==> src/hdl/infix_to_postfix_converter_core_macros.svh <==
// Assertion macros used by the infix-to-postfix converter datapath
`ifndef INFIX_TO_POSTFIX_CONVERTER_CORE_MACROS_SVH
`define INFIX_TO_POSTFIX_CONVERTER_CORE_MACROS_SVH

// Property checked on every clock edge outside reset
`define I2P_ASSERT(lbl, clk, rst, prop, msg) \
   lbl: assert property (@(posedge clk) disable iff (rst) prop) else $error(msg);

// Property checked on every clock edge, reset included
`define I2P_ASSERT_ALWAYS(lbl, clk, prop, msg) \
   lbl: assert property (@(posedge clk) prop) else $error(msg);

`endif

==> src/hdl/i2p_pkg.sv <==
// Shared types, character codes and helper functions of the infix-to-postfix converter
package i2p_pkg;

   // ASCII codes of the special characters
   localparam logic [7:0] CHAR_LPAR = 8'h28;
   localparam logic [7:0] CHAR_RPAR = 8'h29;
   localparam logic [7:0] CHAR_MUL  = 8'h2A;
   localparam logic [7:0] CHAR_ADD  = 8'h2B;
   localparam logic [7:0] CHAR_SUB  = 8'h2D;
   localparam logic [7:0] CHAR_DIV  = 8'h2F;
   localparam logic [7:0] CHAR_EQ   = 8'h3D;

   localparam int unsigned CODE_W = 3;

   // Operator codes held on the stack
   typedef enum logic [CODE_W-1:0] {
      OP_LPAR = 3'd0,
      OP_ADD  = 3'd1,
      OP_SUB  = 3'd2,
      OP_MUL  = 3'd3,
      OP_DIV  = 3'd4
   } op_code_type;

   // Character classes of a request
   typedef enum logic [2:0] {
      CLS_OTHER,
      CLS_ALNUM,
      CLS_LPAR,
      CLS_RPAR,
      CLS_OP,
      CLS_EQ
   } char_class_type;

   // Controller states
   typedef enum logic [2:0] {
      ST_IDLE,
      ST_POP_RD,
      ST_POP_CHK,
      ST_PUSH,
      ST_EMIT_EQ,
      ST_FINISH
   } state_type;

   // Source of an emitted character
   typedef enum logic [1:0] {
      SEL_IN,
      SEL_TOP,
      SEL_EQ
   } emit_sel_type;

   // Controller to datapath commands
   typedef struct packed {
      logic         latch;
      logic         rd;
      logic         pop;
      logic         push;
      logic         emit;
      emit_sel_type emit_sel;
      logic         flush;
   } cmd_type;

   // Datapath to controller status
   typedef struct packed {
      char_class_type in_class;
      char_class_type cur_class;
      logic           count_zero;
      logic           top_is_lpar;
      logic           top_lower;
      logic           pend_valid;
      logic           out_free;
   } status_type;

   function automatic char_class_type class_of(input logic [7:0] c);
      char_class_type cls;
      cls = CLS_OTHER;
      if ((c >= 8'h61 && c <= 8'h7A) || (c >= 8'h41 && c <= 8'h5A) ||
          (c >= 8'h30 && c <= 8'h39))
         cls = CLS_ALNUM;
      else if (c == CHAR_LPAR)
         cls = CLS_LPAR;
      else if (c == CHAR_RPAR)
         cls = CLS_RPAR;
      else if (c == CHAR_ADD || c == CHAR_SUB || c == CHAR_MUL || c == CHAR_DIV)
         cls = CLS_OP;
      else if (c == CHAR_EQ)
         cls = CLS_EQ;
      return cls;
   endfunction

   // Stack code of a character; anything not an operator maps to '('
   function automatic op_code_type code_of(input logic [7:0] c);
      op_code_type code;
      code = OP_LPAR;
      if (c == CHAR_ADD)
         code = OP_ADD;
      else if (c == CHAR_SUB)
         code = OP_SUB;
      else if (c == CHAR_MUL)
         code = OP_MUL;
      else if (c == CHAR_DIV)
         code = OP_DIV;
      return code;
   endfunction

   function automatic logic [1:0] prec_of(input logic [CODE_W-1:0] code);
      logic [1:0] p;
      p = 2'd0;
      if (code == OP_MUL || code == OP_DIV)
         p = 2'd2;
      else if (code == OP_ADD || code == OP_SUB)
         p = 2'd1;
      return p;
   endfunction

   function automatic logic [7:0] char_of(input logic [CODE_W-1:0] code);
      logic [7:0] ch;
      ch = CHAR_LPAR;
      if (code == OP_ADD)
         ch = CHAR_ADD;
      else if (code == OP_SUB)
         ch = CHAR_SUB;
      else if (code == OP_MUL)
         ch = CHAR_MUL;
      else if (code == OP_DIV)
         ch = CHAR_DIV;
      return ch;
   endfunction

endpackage

==> src/hdl/infix_to_postfix_converter_core.sv <==
// Top level of the shunting-yard infix-to-postfix converter
//
// Usage:
//   req_* channel takes one ASCII character of an infix expression per request.
//   rsp_* channel returns postfix characters: rsp_tdata is the character,
//   rsp_tlast marks the last character caused by one request and rsp_tuser is
//   the sticky stack overflow flag. Letters and digits pass straight through,
//   '(' and + - * / go onto the stack, ')' unwinds to its '(', '=' flushes all.
// Timing:
//   One request at a time. A letter or digit passes IDLE and FINISH; '(' adds PUSH.
//   ')', '=' and an operator run the pop loop, then '=' adds EMIT_EQ and an
//   operator PUSH. Each character popped and emitted takes a stack RAM read
//   (POP_RD), then a decision (POP_CHK). Each result waits in a holding slot
//   until the next one is known or the request ends, then is registered out.
// Reset:
//   Synchronous reset empties the stack and clears the overflow flag and the
//   output register; the stack RAM contents are not cleared.
// Stalls:
//   A stalled rsp_tready holds the current result; the core waits wherever it
//   next needs to move a character out and takes no new request until done.
module infix_to_postfix_converter_core #(
   parameter int unsigned STACK_DEPTH = 16
) (
   input  logic       clock,
   input  logic       reset,
   input  logic       req_tvalid,
   output logic       req_tready,
   input  logic [7:0] req_tdata,   // [7:0] in_char
   output logic       rsp_tvalid,
   input  logic       rsp_tready,
   output logic [7:0] rsp_tdata,   // [7:0] out_char
   output logic       rsp_tlast,
   output logic       rsp_tuser    // [0] overflow
);

   i2p_pkg::cmd_type    cmd;
   i2p_pkg::status_type status;

   // Sequencer
   i2p_ctrl u_ctrl (
      .clock      (clock),
      .reset      (reset),
      .req_tvalid (req_tvalid),
      .req_tready (req_tready),
      .status     (status),
      .cmd        (cmd)
   );

   // Stack and output path
   i2p_dpath #(
      .STACK_DEPTH (STACK_DEPTH)
   ) u_dpath (
      .clock      (clock),
      .reset      (reset),
      .req_tdata  (req_tdata),
      .rsp_tvalid (rsp_tvalid),
      .rsp_tready (rsp_tready),
      .rsp_tdata  (rsp_tdata),
      .rsp_tlast  (rsp_tlast),
      .rsp_tuser  (rsp_tuser),
      .cmd        (cmd),
      .status     (status)
   );

endmodule

==> src/hdl/i2p_ram.sv <==
// Generic single-write, single-read RAM with registered read data
module i2p_ram #(
   parameter int unsigned WIDTH = 8,
   parameter int unsigned DEPTH = 16
) (
   input  logic                     clock,
   input  logic                     we,
   input  logic [$clog2(DEPTH)-1:0] waddr,
   input  logic [WIDTH-1:0]         wdata,
   input  logic                     re,
   input  logic [$clog2(DEPTH)-1:0] raddr,
   output logic [WIDTH-1:0]         rdata
);

   logic [WIDTH-1:0] mem_ff [DEPTH];
   logic [WIDTH-1:0] rdata_ff;

   // Write port
   always_ff @(posedge clock) begin
      if (we)
         mem_ff[waddr] <= wdata;
   end

   // Registered read port, holds while not read
   always_ff @(posedge clock) begin
      if (re)
         rdata_ff <= mem_ff[raddr];
   end

   assign rdata = rdata_ff;

endmodule

==> src/hdl/i2p_ctrl.sv <==
// Controller state machine of the infix-to-postfix converter
module i2p_ctrl (
   input  logic                clock,
   input  logic                reset,
   input  logic                req_tvalid,
   output logic                req_tready,
   input  i2p_pkg::status_type status,
   output i2p_pkg::cmd_type    cmd
);

   i2p_pkg::state_type state_ff, state_in;
   logic               can_emit;

   // State register
   always_ff @(posedge clock) begin
      if (reset)
         state_ff <= i2p_pkg::ST_IDLE;
      else
         state_ff <= state_in;
   end

   // A new character may enter the pending slot once the old one has a place
   assign can_emit = !status.pend_valid || status.out_free;

   // Next state and commands
   always_comb begin
      state_in     = state_ff;
      req_tready   = 1'b0;
      cmd          = '0;
      cmd.emit_sel = i2p_pkg::SEL_TOP;
      unique case (state_ff)
         i2p_pkg::ST_IDLE: begin
            req_tready = 1'b1;
            if (req_tvalid) begin
               cmd.latch = 1'b1;
               unique case (status.in_class)
                  i2p_pkg::CLS_ALNUM: begin
                     cmd.emit     = 1'b1;
                     cmd.emit_sel = i2p_pkg::SEL_IN;
                     state_in     = i2p_pkg::ST_FINISH;
                  end
                  i2p_pkg::CLS_LPAR:  state_in = i2p_pkg::ST_PUSH;
                  i2p_pkg::CLS_RPAR,
                  i2p_pkg::CLS_OP,
                  i2p_pkg::CLS_EQ:    state_in = i2p_pkg::ST_POP_RD;
                  default:            state_in = i2p_pkg::ST_IDLE;
               endcase
            end
         end
         // Read the top of stack, or end the pop loop on an empty stack
         i2p_pkg::ST_POP_RD: begin
            if (status.count_zero) begin
               unique case (status.cur_class)
                  i2p_pkg::CLS_OP: state_in = i2p_pkg::ST_PUSH;
                  i2p_pkg::CLS_EQ: state_in = i2p_pkg::ST_EMIT_EQ;
                  default:         state_in = i2p_pkg::ST_FINISH;
               endcase
            end else begin
               cmd.rd   = 1'b1;
               state_in = i2p_pkg::ST_POP_CHK;
            end
         end
         // Decide on the top entry
         i2p_pkg::ST_POP_CHK: begin
            unique case (status.cur_class)
               i2p_pkg::CLS_RPAR: begin
                  if (status.top_is_lpar) begin
                     cmd.pop  = 1'b1;
                     state_in = i2p_pkg::ST_FINISH;
                  end else if (can_emit) begin
                     cmd.pop  = 1'b1;
                     cmd.emit = 1'b1;
                     state_in = i2p_pkg::ST_POP_RD;
                  end
               end
               i2p_pkg::CLS_OP: begin
                  if (status.top_is_lpar || status.top_lower) begin
                     state_in = i2p_pkg::ST_PUSH;
                  end else if (can_emit) begin
                     cmd.pop  = 1'b1;
                     cmd.emit = 1'b1;
                     state_in = i2p_pkg::ST_POP_RD;
                  end
               end
               default: begin
                  if (can_emit) begin
                     cmd.pop  = 1'b1;
                     cmd.emit = 1'b1;
                     state_in = i2p_pkg::ST_POP_RD;
                  end
               end
            endcase
         end
         i2p_pkg::ST_PUSH: begin
            cmd.push = 1'b1;
            state_in = i2p_pkg::ST_FINISH;
         end
         i2p_pkg::ST_EMIT_EQ: begin
            if (can_emit) begin
               cmd.emit     = 1'b1;
               cmd.emit_sel = i2p_pkg::SEL_EQ;
               state_in     = i2p_pkg::ST_FINISH;
            end
         end
         // Hand the pending character over marked last
         i2p_pkg::ST_FINISH: begin
            if (!status.pend_valid) begin
               state_in = i2p_pkg::ST_IDLE;
            end else if (status.out_free) begin
               cmd.flush = 1'b1;
               state_in  = i2p_pkg::ST_IDLE;
            end
         end
         default: state_in = i2p_pkg::ST_IDLE;
      endcase
   end

endmodule

==> src/hdl/i2p_dpath.sv <==
// Datapath of the infix-to-postfix converter: operator stack, pending slot, output register
`include "infix_to_postfix_converter_core_macros.svh"

module i2p_dpath #(
   parameter int unsigned STACK_DEPTH = 16
) (
   input  logic                clock,
   input  logic                reset,
   input  logic [7:0]          req_tdata,
   output logic                rsp_tvalid,
   input  logic                rsp_tready,
   output logic [7:0]          rsp_tdata,
   output logic                rsp_tlast,
   output logic                rsp_tuser,
   input  i2p_pkg::cmd_type    cmd,
   output i2p_pkg::status_type status
);

   localparam int unsigned AW = $clog2(STACK_DEPTH);
   localparam int unsigned CW = $clog2(STACK_DEPTH + 1);

   logic [7:0]                   char_ff;
   logic [CW-1:0]                count_ff, count_in;
   logic                         ovf_ff, ovf_in;
   logic                         pend_valid_ff, pend_valid_in;
   logic [7:0]                   pend_char_ff;
   logic                         out_valid_ff, out_valid_in;
   logic [7:0]                   out_char_ff;
   logic                         out_last_ff;
   logic                         out_ovf_ff;
   logic                         out_load;
   logic                         full;
   logic [CW-1:0]                count_m1;
   logic [i2p_pkg::CODE_W-1:0]   top_code;
   logic [i2p_pkg::CODE_W-1:0]   push_code;
   i2p_pkg::op_code_type         cur_code;
   i2p_pkg::char_class_type      cur_class;
   logic [7:0]                   emit_char;

   // Current request character
   always_ff @(posedge clock) begin
      if (cmd.latch)
         char_ff <= req_tdata;
   end

   assign cur_class = i2p_pkg::class_of(char_ff);
   assign cur_code  = i2p_pkg::code_of(char_ff);
   assign push_code = (cur_class == i2p_pkg::CLS_LPAR) ? i2p_pkg::OP_LPAR : cur_code;

   // Stack pointer and sticky overflow
   assign full     = (count_ff == CW'(STACK_DEPTH));
   assign count_m1 = count_ff - CW'(1);

   always_comb begin
      count_in = count_ff;
      if (cmd.push && !full)
         count_in = count_ff + CW'(1);
      else if (cmd.pop)
         count_in = count_m1;
   end

   assign ovf_in = ovf_ff | (cmd.push & full);

   always_ff @(posedge clock) begin
      if (reset) begin
         count_ff <= '0;
         ovf_ff   <= 1'b0;
      end else begin
         count_ff <= count_in;
         ovf_ff   <= ovf_in;
      end
   end

   // Operator stack storage
   i2p_ram #(
      .WIDTH (i2p_pkg::CODE_W),
      .DEPTH (STACK_DEPTH)
   ) u_stack (
      .clock (clock),
      .we    (cmd.push && !full),
      .waddr (count_ff[AW-1:0]),
      .wdata (push_code),
      .re    (cmd.rd),
      .raddr (count_m1[AW-1:0]),
      .rdata (top_code)
   );

   // Character entering the pending slot
   always_comb begin
      unique case (cmd.emit_sel)
         i2p_pkg::SEL_IN:  emit_char = req_tdata;
         i2p_pkg::SEL_EQ:  emit_char = i2p_pkg::CHAR_EQ;
         default:          emit_char = i2p_pkg::char_of(top_code);
      endcase
   end

   // Pending slot: one character held back until it is known whether it is last
   always_comb begin
      pend_valid_in = pend_valid_ff;
      if (cmd.emit)
         pend_valid_in = 1'b1;
      else if (cmd.flush)
         pend_valid_in = 1'b0;
   end

   always_ff @(posedge clock) begin
      if (reset)
         pend_valid_ff <= 1'b0;
      else
         pend_valid_ff <= pend_valid_in;
   end

   always_ff @(posedge clock) begin
      if (cmd.emit)
         pend_char_ff <= emit_char;
   end

   // Output register
   assign out_load = (cmd.emit && pend_valid_ff) || cmd.flush;

   always_comb begin
      out_valid_in = out_valid_ff;
      if (out_load)
         out_valid_in = 1'b1;
      else if (rsp_tready)
         out_valid_in = 1'b0;
   end

   always_ff @(posedge clock) begin
      if (reset)
         out_valid_ff <= 1'b0;
      else
         out_valid_ff <= out_valid_in;
   end

   always_ff @(posedge clock) begin
      if (out_load) begin
         out_char_ff <= pend_char_ff;
         out_last_ff <= cmd.flush;
         out_ovf_ff  <= ovf_ff;
      end
   end

   assign rsp_tvalid = out_valid_ff;
   assign rsp_tdata  = out_char_ff;
   assign rsp_tlast  = out_last_ff;
   assign rsp_tuser  = out_ovf_ff;

   // Status to the controller
   always_comb begin
      status             = '0;
      status.in_class    = i2p_pkg::class_of(req_tdata);
      status.cur_class   = cur_class;
      status.count_zero  = (count_ff == '0);
      status.top_is_lpar = (top_code == i2p_pkg::OP_LPAR);
      status.top_lower   = (i2p_pkg::prec_of(top_code) < i2p_pkg::prec_of(cur_code));
      status.pend_valid  = pend_valid_ff;
      status.out_free    = !out_valid_ff || rsp_tready;
   end

   // Checks
   `I2P_ASSERT_ALWAYS(a_reset_empty, clock, reset |=> count_ff == '0 && !out_valid_ff, "reset left state")
   `I2P_ASSERT(a_count_bound, clock, reset, count_ff <= CW'(STACK_DEPTH), "count beyond depth")
   `I2P_ASSERT(a_ovf_sticky, clock, reset, ovf_ff |=> ovf_ff, "overflow flag cleared")
   `I2P_ASSERT(a_full_push_ovf, clock, reset, cmd.push && full |=> ovf_ff, "full push not flagged")
   `I2P_ASSERT(a_emit_room, clock, reset, out_load |-> !out_valid_ff || rsp_tready, "output overwritten")
   `I2P_ASSERT(a_pop_nonempty, clock, reset, cmd.pop |-> count_ff != '0, "pop from empty stack")

endmodule

==> config.mk <==
export PLATFORM = sky130hd
export DESIGN_NAME = infix_to_postfix_converter_core
export DESIGN_NICKNAME = d
export VERILOG_FILES = /design/src/hdl/i2p_pkg.sv /design/src/hdl/infix_to_postfix_converter_core.sv /design/src/hdl/i2p_ram.sv /design/src/hdl/i2p_ctrl.sv /design/src/hdl/i2p_dpath.sv
export VERILOG_INCLUDE_DIRS = /design/src /design/src/hdl
export SDC_FILE = /design/constraint.sdc
export NUM_CORES = 1
export LEC_CHECK = 0
export BUFFER_PORTS_ARGS = -buffer_cell sky130_fd_sc_hd__buf_2
export CAP_MARGIN = 25
export CORE_ASPECT_RATIO = 1.4
export CORE_MARGIN = 2
export CORE_UTILIZATION = 39
export DETAILED_ROUTE_END_ITERATION = 16
export GPL_ROUTABILITY_DRIVEN = 0
export PLACE_DENSITY = 0.53
export SYNTH_ARGS = -nofsm -noshare
export SYNTH_HDL_FRONTEND = slang
export SYNTH_SLANG_ARGS = --single-unit
==> constraint.sdc <==
create_clock -name clock -period 3.13 [get_ports clock]
set_clock_uncertainty 0.2 [all_clocks]
set_input_delay 0.626 -clock clock [delete_from_list [all_inputs] [get_ports clock]]
set_output_delay 0.626 -clock clock [all_outputs]
set_load 0.02 [all_outputs]
Word level (Yosys, flattened, before mapping)

Memories as Yosys holds them, arrays and structs flattened. A register that Yosys moved wholly into a read port is not among the register bits.
Index checks and enable logic that the tools add are counted.

$add $sub $neg: 2
$mul: 0
Div/mod/pow operators: 0
$lt $le $gt $ge: 13
Equal/unequal tests: 41
Shift-type cells: 0
Multiplexer cells: 65
Bitwise operators: 2
Reductions and logical operators: 38

Operator list:

| kind                  | count |
|---|---|
| $eq A8 B6 Y1 const B  | 14 |
| $mux W3               | 27 |
| $ge A8 B7 Y1 const B  | 4 |
| $le A8 B7 Y1 const B  | 4 |
| $eq A3 B2 Y1 const B  | 10 |
| $eq A3 B3 Y1 const B  | 8 |
| $mux W8               | 3 |
| $mux W1               | 22 |
| $logic_or A1 B1 Y1    | 18 |
| $pmux W3 S6           | 1 |
| $ge A8 B6 Y1 const B  | 2 |
| $le A8 B6 Y1 const B  | 2 |
| $pmux W8 S2           | 1 |
| $eq A3 B1 Y1 const B  | 4 |
| $pmux W3 S2           | 2 |
| $mux W5               | 2 |
| $pmux W3 S3           | 1 |
| $logic_and A1 B1 Y1   | 8 |
| $logic_not A3 Y1      | 2 |
| $reduce_bool A2 Y1    | 3 |
| $add A5 B1 Y5 const B | 1 |
| $eq A5 B5 Y1 const B  | 1 |
| $logic_not A5 Y1      | 1 |
| $sub A5 B1 Y5 const B | 1 |
| other kinds (15)      | 19 |

Register bits after elaboration: 37
Latch bits: 0
Memory bits (writable): 48
ROM bits: 0
Input bits: 12
Output and inout bits: 12
Logic and storage cells: 172
Memories kept: 1

Memory list:

| memory                 | words | width | rd ports | clocked after memory_dff | write ports | RTL line      | source |
|---|---|---|---|---|---|---|---|
| u_dpath.u_stack.mem_ff | 16    | 3     | 1        | 1                        | 1           | i2p_ram.sv:15 | `logic [WIDTH-1:0] mem_ff [DEPTH];` |

Depth between registers and ports, before layout

Depth in word-level cells: 17
Gate-level depth with buffers: 10
Gate-level depth less buffers: 10

Hierarchy

Synthesis repeated with hierarchy kept, for this count alone.

Cell total of the unflattened synthesis: 330
Area, all modules: 4239.1 sq um

Modules (own cells, without submodules):

| module    | instances | cells each | area each (sq um) | seq. area each (sq um) |
|---|---|---|---|---|
| i2p_ram   | 1         | 103        | 2042.0            | 1531.5 |
| i2p_dpath | 1         | 165        | 1769.2            | 940.9 |
| i2p_ctrl  | 1         | 62         | 427.9             | 60.1 |

Least setup slack after synthesis

Ideal clock, no wire load.

Path type: register -> register
Start point: register u_dpath.char_ff[6]
End point: register u_dpath.out_char_ff[0], in the netlist u_dpath.rsp_tdata[0], enable pin
Library setup time: 383 ps
Arrival time: 2813 ps
Data required time: 2547 ps
Path slack: -266 ps
Stages on the path, launching flop included: 9
Buffers on the path: 0
Clock period less this slack: 3396 ps
Cell sequence: edfxtp_1 > nor4bb_1 > nand2_1 > nor2_1 > a21oi_1 > ha_1 > a31oi_4 > o21a_1 > a31oi_1

Longest elaborated chain between the ends: 16
Elaborated cells on any way between the ends: 47
Those cells by class: order compare: 7; eq/ne: 13; mux: 14; reduce/logical: 13

Ends and longest elaborated chain:

| item                                         | RTL line                      | source |
|---|---|---|
| start: declaration                           | i2p_dpath.sv:22               | `logic [7:0] char_ff;` |
| start signal: assignment                     | i2p_dpath.sv:43               | `char_ff <= req_tdata;` |
| $eq A8 B6 Y1                                 | i2p_pkg.sv:83, i2p_pkg.sv:100 |  |
| $mux W3                                      | i2p_pkg.sv:100                | `else if (c == CHAR_DIV)` |
| $mux W3                                      | i2p_pkg.sv:98                 | `else if (c == CHAR_MUL)` |
| $mux W3                                      | i2p_pkg.sv:96                 | `else if (c == CHAR_SUB)` |
| $mux W3                                      | i2p_pkg.sv:94                 | `if (c == CHAR_ADD)` |
| $eq A3 B1 Y1 or $eq A3 B2 Y1 (tied branches) | i2p_pkg.sv:110                | `else if (code == OP_ADD \|\| code == OP_SUB)` |
| $logic_or A1 B1 Y1                           | i2p_pkg.sv:110                |  |
| $mux W1                                      | i2p_pkg.sv:110                |  |
| $mux W2                                      | i2p_pkg.sv:108                | `if (code == OP_MUL \|\| code == OP_DIV)` |
| $lt A2 B2 Y1                                 | i2p_dpath.sv:156              | `status.top_lower = (i2p_pkg::prec_of(top_code) < i2p_pkg::prec_of(cur_code));` |
| $logic_or A1 B1 Y1                           | i2p_ctrl.sv:77                | `if (status.top_is_lpar \|\| status.top_lower) begin` |
| $mux W1                                      | i2p_ctrl.sv:77                |  |
| $pmux W1 S2 (*)                              | i2p_ctrl.sv:65                | `unique case (status.cur_class)` |
| $pmux W1 S3 (*)                              | i2p_ctrl.sv:31                | `unique case (state_ff)` |
| $logic_and A1 B1 Y1 (*)                      | i2p_dpath.sv:119              | `assign out_load = (cmd.emit && pend_valid_ff) \|\| cmd.flush;` |
| $logic_or A1 B1 Y1 (*)                       | i2p_dpath.sv:119              |  |
| named net u_dpath.out_load                   | i2p_dpath.sv:31               | `logic out_load;` |
| end signal: assignment                       | i2p_dpath.sv:138              | `out_char_ff <= pend_char_ff;` |
| end: declaration                             | i2p_dpath.sv:28               | `logic [7:0] out_char_ff;` |

The timed path passes the listed nets; every way through them passes the cells marked *.
A chain may end at the register's enable or synchronous reset.

Worst setup path after layout

Start point: register u_dpath.char_ff[6]
End point: register u_dpath.out_char_ff[2], in the netlist u_dpath.rsp_tdata[2], enable pin

Same word-level chain as after synthesis.

==> impl_metrics.csv <==
group,metric,value,unit
route,postRouteAntennaNets,0,
worst_setup_path,cpMostUsedCell,"a31oi_4",
logic_synthesis,synth_warnings,0,
power,clockPowerShare,37.8,%
clock_tree,clock_latency,0.34,ns
logic_synthesis,ys_ff_latch,88,
power,p_int,1.98,mW
sta,rsz0062_at_grt,"no",
logic_synthesis,synth_nets,331,
power,comb_power_share,10.6,%
clock_tree,cts_made_buffers,9,
route,wl_per_cell,18.8,um
run_status,outcome,"finished clean",
clock_tree,cts_tree,"done",
sta,min_period_over_period,95.7,%
layout,utilization,45.9,%
layout,filler_cell_count,986,
sta,hold_slack,0.221,ns
logic_synthesis,synthFlopType,"edfxtp_1",
sta,hold_viol,0,
clock_tree,cts_root_buf,"clkbuf_16",
logic_synthesis,synth_async_sr_flop_share,0,%
global_routing,track_usage,16.7,%
worst_setup_path,critPathMaxFanout,10,
route,routed_wirelength,9320,um
sta,fin_ws,0.136,ns
route,drc_errors,0,
layout,num_antenna_cells,0,
worst_setup_path,crit_path_cell_trace,"nor4bb_4, nand2_1, nor2_2, a21oi_1, ha_1, o41a_1, a31oi_4, o21a_1, a31oi_4",
logic_synthesis,ys_top_cells_by_area,"edfxtp_1, mux4_2, dfxtp_1",
sta,max_slew_margin,58.0,%
power,power_density,536,mW/mm^2
floorplanning,die_h,127,um
floorplanning,num_rows,45,
layout,num-nets-final,368,
floorplanning,start_util,39.6,%
power,p_leak,1.76,nW
layout,layout-drive-gt1-share,25.4,%
clock_tree,cts_sinks,88,
global_routing,grt_pass1_vias,2754,
placed_design,io_buffers,23,
layout,fin_area,0.00491,mm^2
floorplanning,core-area,0.0107,mm^2
floorplanning,die_w,92.1,um
route,route.vias.total,2661,
layout,area_growth,15.8,%
route,firstDrtPassIters,4,
power,seqPwrFrac,51.6,%
global_routing,grt-ovfl-total,0,
logic_synthesis,yosysUniqueCellTypes,66,
clock_tree,clock_path_buffers,2,
placed_design,dp_slack,-0.0135,ns
placed_design,dp_hpwl,6900,um
min_path,holdCritPathClass,"register to register",
power,switching_share,24.8,%
worst_setup_path,critPathCaptureType,"register",
worst_setup_path,cp.required,2.97,ns
sta,worst_slew_pin_slew,0.614,ns
route,viasPerCell,5.36,
sta,clock.fmax,0.334,GHz
logic_synthesis,seq_area_frac_synth,59.8,%
clock_tree,clk_pin_slew_worst_paths,0.07,ns
global_routing,antenna_found_initial,0,
worst_setup_path,slowest_delay,0.45,ns
clock_tree,htreeDepth,3,
logic_synthesis,synth_edf_count,77,
route,first_iter_violations,80,
sta,setup_viol_count_final,0,
power,p_sw,0.654,mW
floorplanning,dieArea,0.0117,mm^2
logic_synthesis,synth_top_area_share,54.6,%
logic_synthesis,yosysMostFrequentCell,"edfxtp_1",
logic_synthesis,synthTopCellsByCount,"edfxtp_1, nor2_1, inv_1",
placed_design,postPlaceCellArea,0.00460,mm^2
sta,slew_viol_final,0,
logic_synthesis,syn_area_per_cell,13.5,um^2
global_routing,grt_pass1_wl,14500,um
logic_synthesis,netlist_instances,313,
logic_synthesis,synth.largest_area_cell,"edfxtp_1",
worst_setup_path,slowest_stage,"o41a_1",
sta,tns,0,ns
floorplanning,boundaryPins,24,
power,ir_drop,0.246,mV
sta,final.min_clock_period,2.99,ns
worst_setup_path,cp.arrival,2.83,ns
flow_run,cap_violations,0,
logic_synthesis,syn-cell-area,0.00424,mm^2
global_routing,grt_max_degree,18,
worst_setup_path,crit_type,"register to register",
worst_setup_path,setup.worst_path.start_class,"register",
per-stage QoR:
stage | power (mW) | instances
2_1_floorplan | 1.55 | 313
3_3_place_gp | 1.65 | 480
3_5_place_dp | 1.65 | 480
4_1_cts | 2.64 | 496
5_1_grt | 2.72 | 496
6_report | 2.63 | 496
registers in the layout (all words and copies together) (netlist names):
register	cells
u_dpath.u_stack.mem_ff	48
u_dpath.char_ff	8
u_dpath.pend_char_ff	8
u_dpath.rsp_tdata	8
u_dpath.count_ff	5
u_ctrl.state_ff	3
u_dpath.u_stack.rdata	3
u_dpath.ovf_ff	1
u_dpath.pend_valid_ff	1
u_dpath.rsp_tlast	1
u_dpath.rsp_tuser	1
u_dpath.rsp_tvalid	1
cell families (layout without fill, tap and decap cells):
| logic type | Yosys count | count (layout) | synth area share (%) |
|---|---|---|---|
| multiplexers | 22 | 22 | 10.1 |
| AO/OA/AOI/OAI | 57 | 57 | 10.5 |
| adder cells (fa/ha/maj) | 6 | 6 | 1.77 |
| flip-flops | 88 | 88 | 59.8 |
| buffers and inverters | 33 | 75 | 3.37 |
| other | 1 | 1 | 0.0885 |
| XOR/XNOR | 5 | 5 | 1.03 |
| AND/OR/NAND/NOR | 101 | 101 | 13.4 |
layout make-up:
class | instances | area [um^2] | area share, %
Clock inverter | 7 | 55.1 | 1.12
Inverter | 17 | 63.8 | 1.30
Timing Repair Buffer | 42 | 258 | 5.25
Multi-Input combinational cell | 192 | 1600 | 32.5
Clock buffer | 9 | 225 | 4.59
Tap cell | 141 | 176 | 3.60
Sequential cell | 88 | 2530 | 51.6
what timing repair did:
| item | 4_1_cts | 5_1_grt |
|---|---|---|
| buffers inserted | 0 | 0 |
| endpoints found under the setup margin | 10 | 20 |
| gates cloned | 0 | 0 |
| hold buffers | 0 | 0 |
| gates resized for setup | 1 | 3 |
| pin swaps | 0 | 0 |
placed cells by master (no fill, tap or decap), types with 4 or more instances in the layout:
cell	n
a21oi_1	5
a31oi_1	6
and2_1	12
and3_1	5
buf_2	23
buf_4	19
clkbuf_16	9
dfxtp_1	11
edfxtp_1	77
ha_1	6
inv_1	17
mux4_2	15
nand2_1	15
nor2_1	24
nor2b_1	6
nor3_1	6
nor4_1	4
o21a_1	5
o21ai_0	12
xnor2_1	4
power by group through the flow:
| stage | combinational [mW] | sequential, mW | clock [mW] |
|---|---|---|---|
| after detailed placement | 0.269 | 1.38 | 0 |
| after global routing | 0.300 | 1.36 | 1.06 |
| final | 0.278 | 1.36 | 0.995 |
| after floorplan | 0.159 | 1.39 | 0 |
| after CTS | 0.271 | 1.36 | 1.02 |
| after global placement | 0.267 | 1.38 | 0 |
metal layers:
layer	vias up	GRT usage, %	part of all wire, %
met5	-	0	0
met4	0	9.39	3.7
met3	19	3.36	3.1
met2	58	30.4	55
met1	1300	17.9	38
li1	1284	-	-
worst paths after layout:
| path | from | end | slack (ns) | depth (start not counted) |
|---|---|---|---|---|
| hold reg to reg | u_dpath.pend_char_ff[3] | u_dpath.rsp_tdata[3] | 0.22 | 0 |
| setup reg to reg | u_dpath.char_ff[6] | u_dpath.rsp_tdata[2] | 0.14 | 9 |
| setup / recovery | u_dpath.char_ff[6] | u_dpath.rsp_tdata[2] | 0.14 | 9 |
| hold / removal | u_dpath.pend_char_ff[3] | u_dpath.rsp_tdata[3] | 0.22 | 0 |
worst max-delay path, delay by kind of cell, from the launching register on:
| family | cells | cell delay (ns) |
|---|---|---|
| compound gates | 5 | 1.19 |
| simple gates | 3 | 0.64 |
| flops | 1 | 0.43 |
| fa+ha+maj | 1 | 0.23 |
Power figures use the tool's default switching activity.
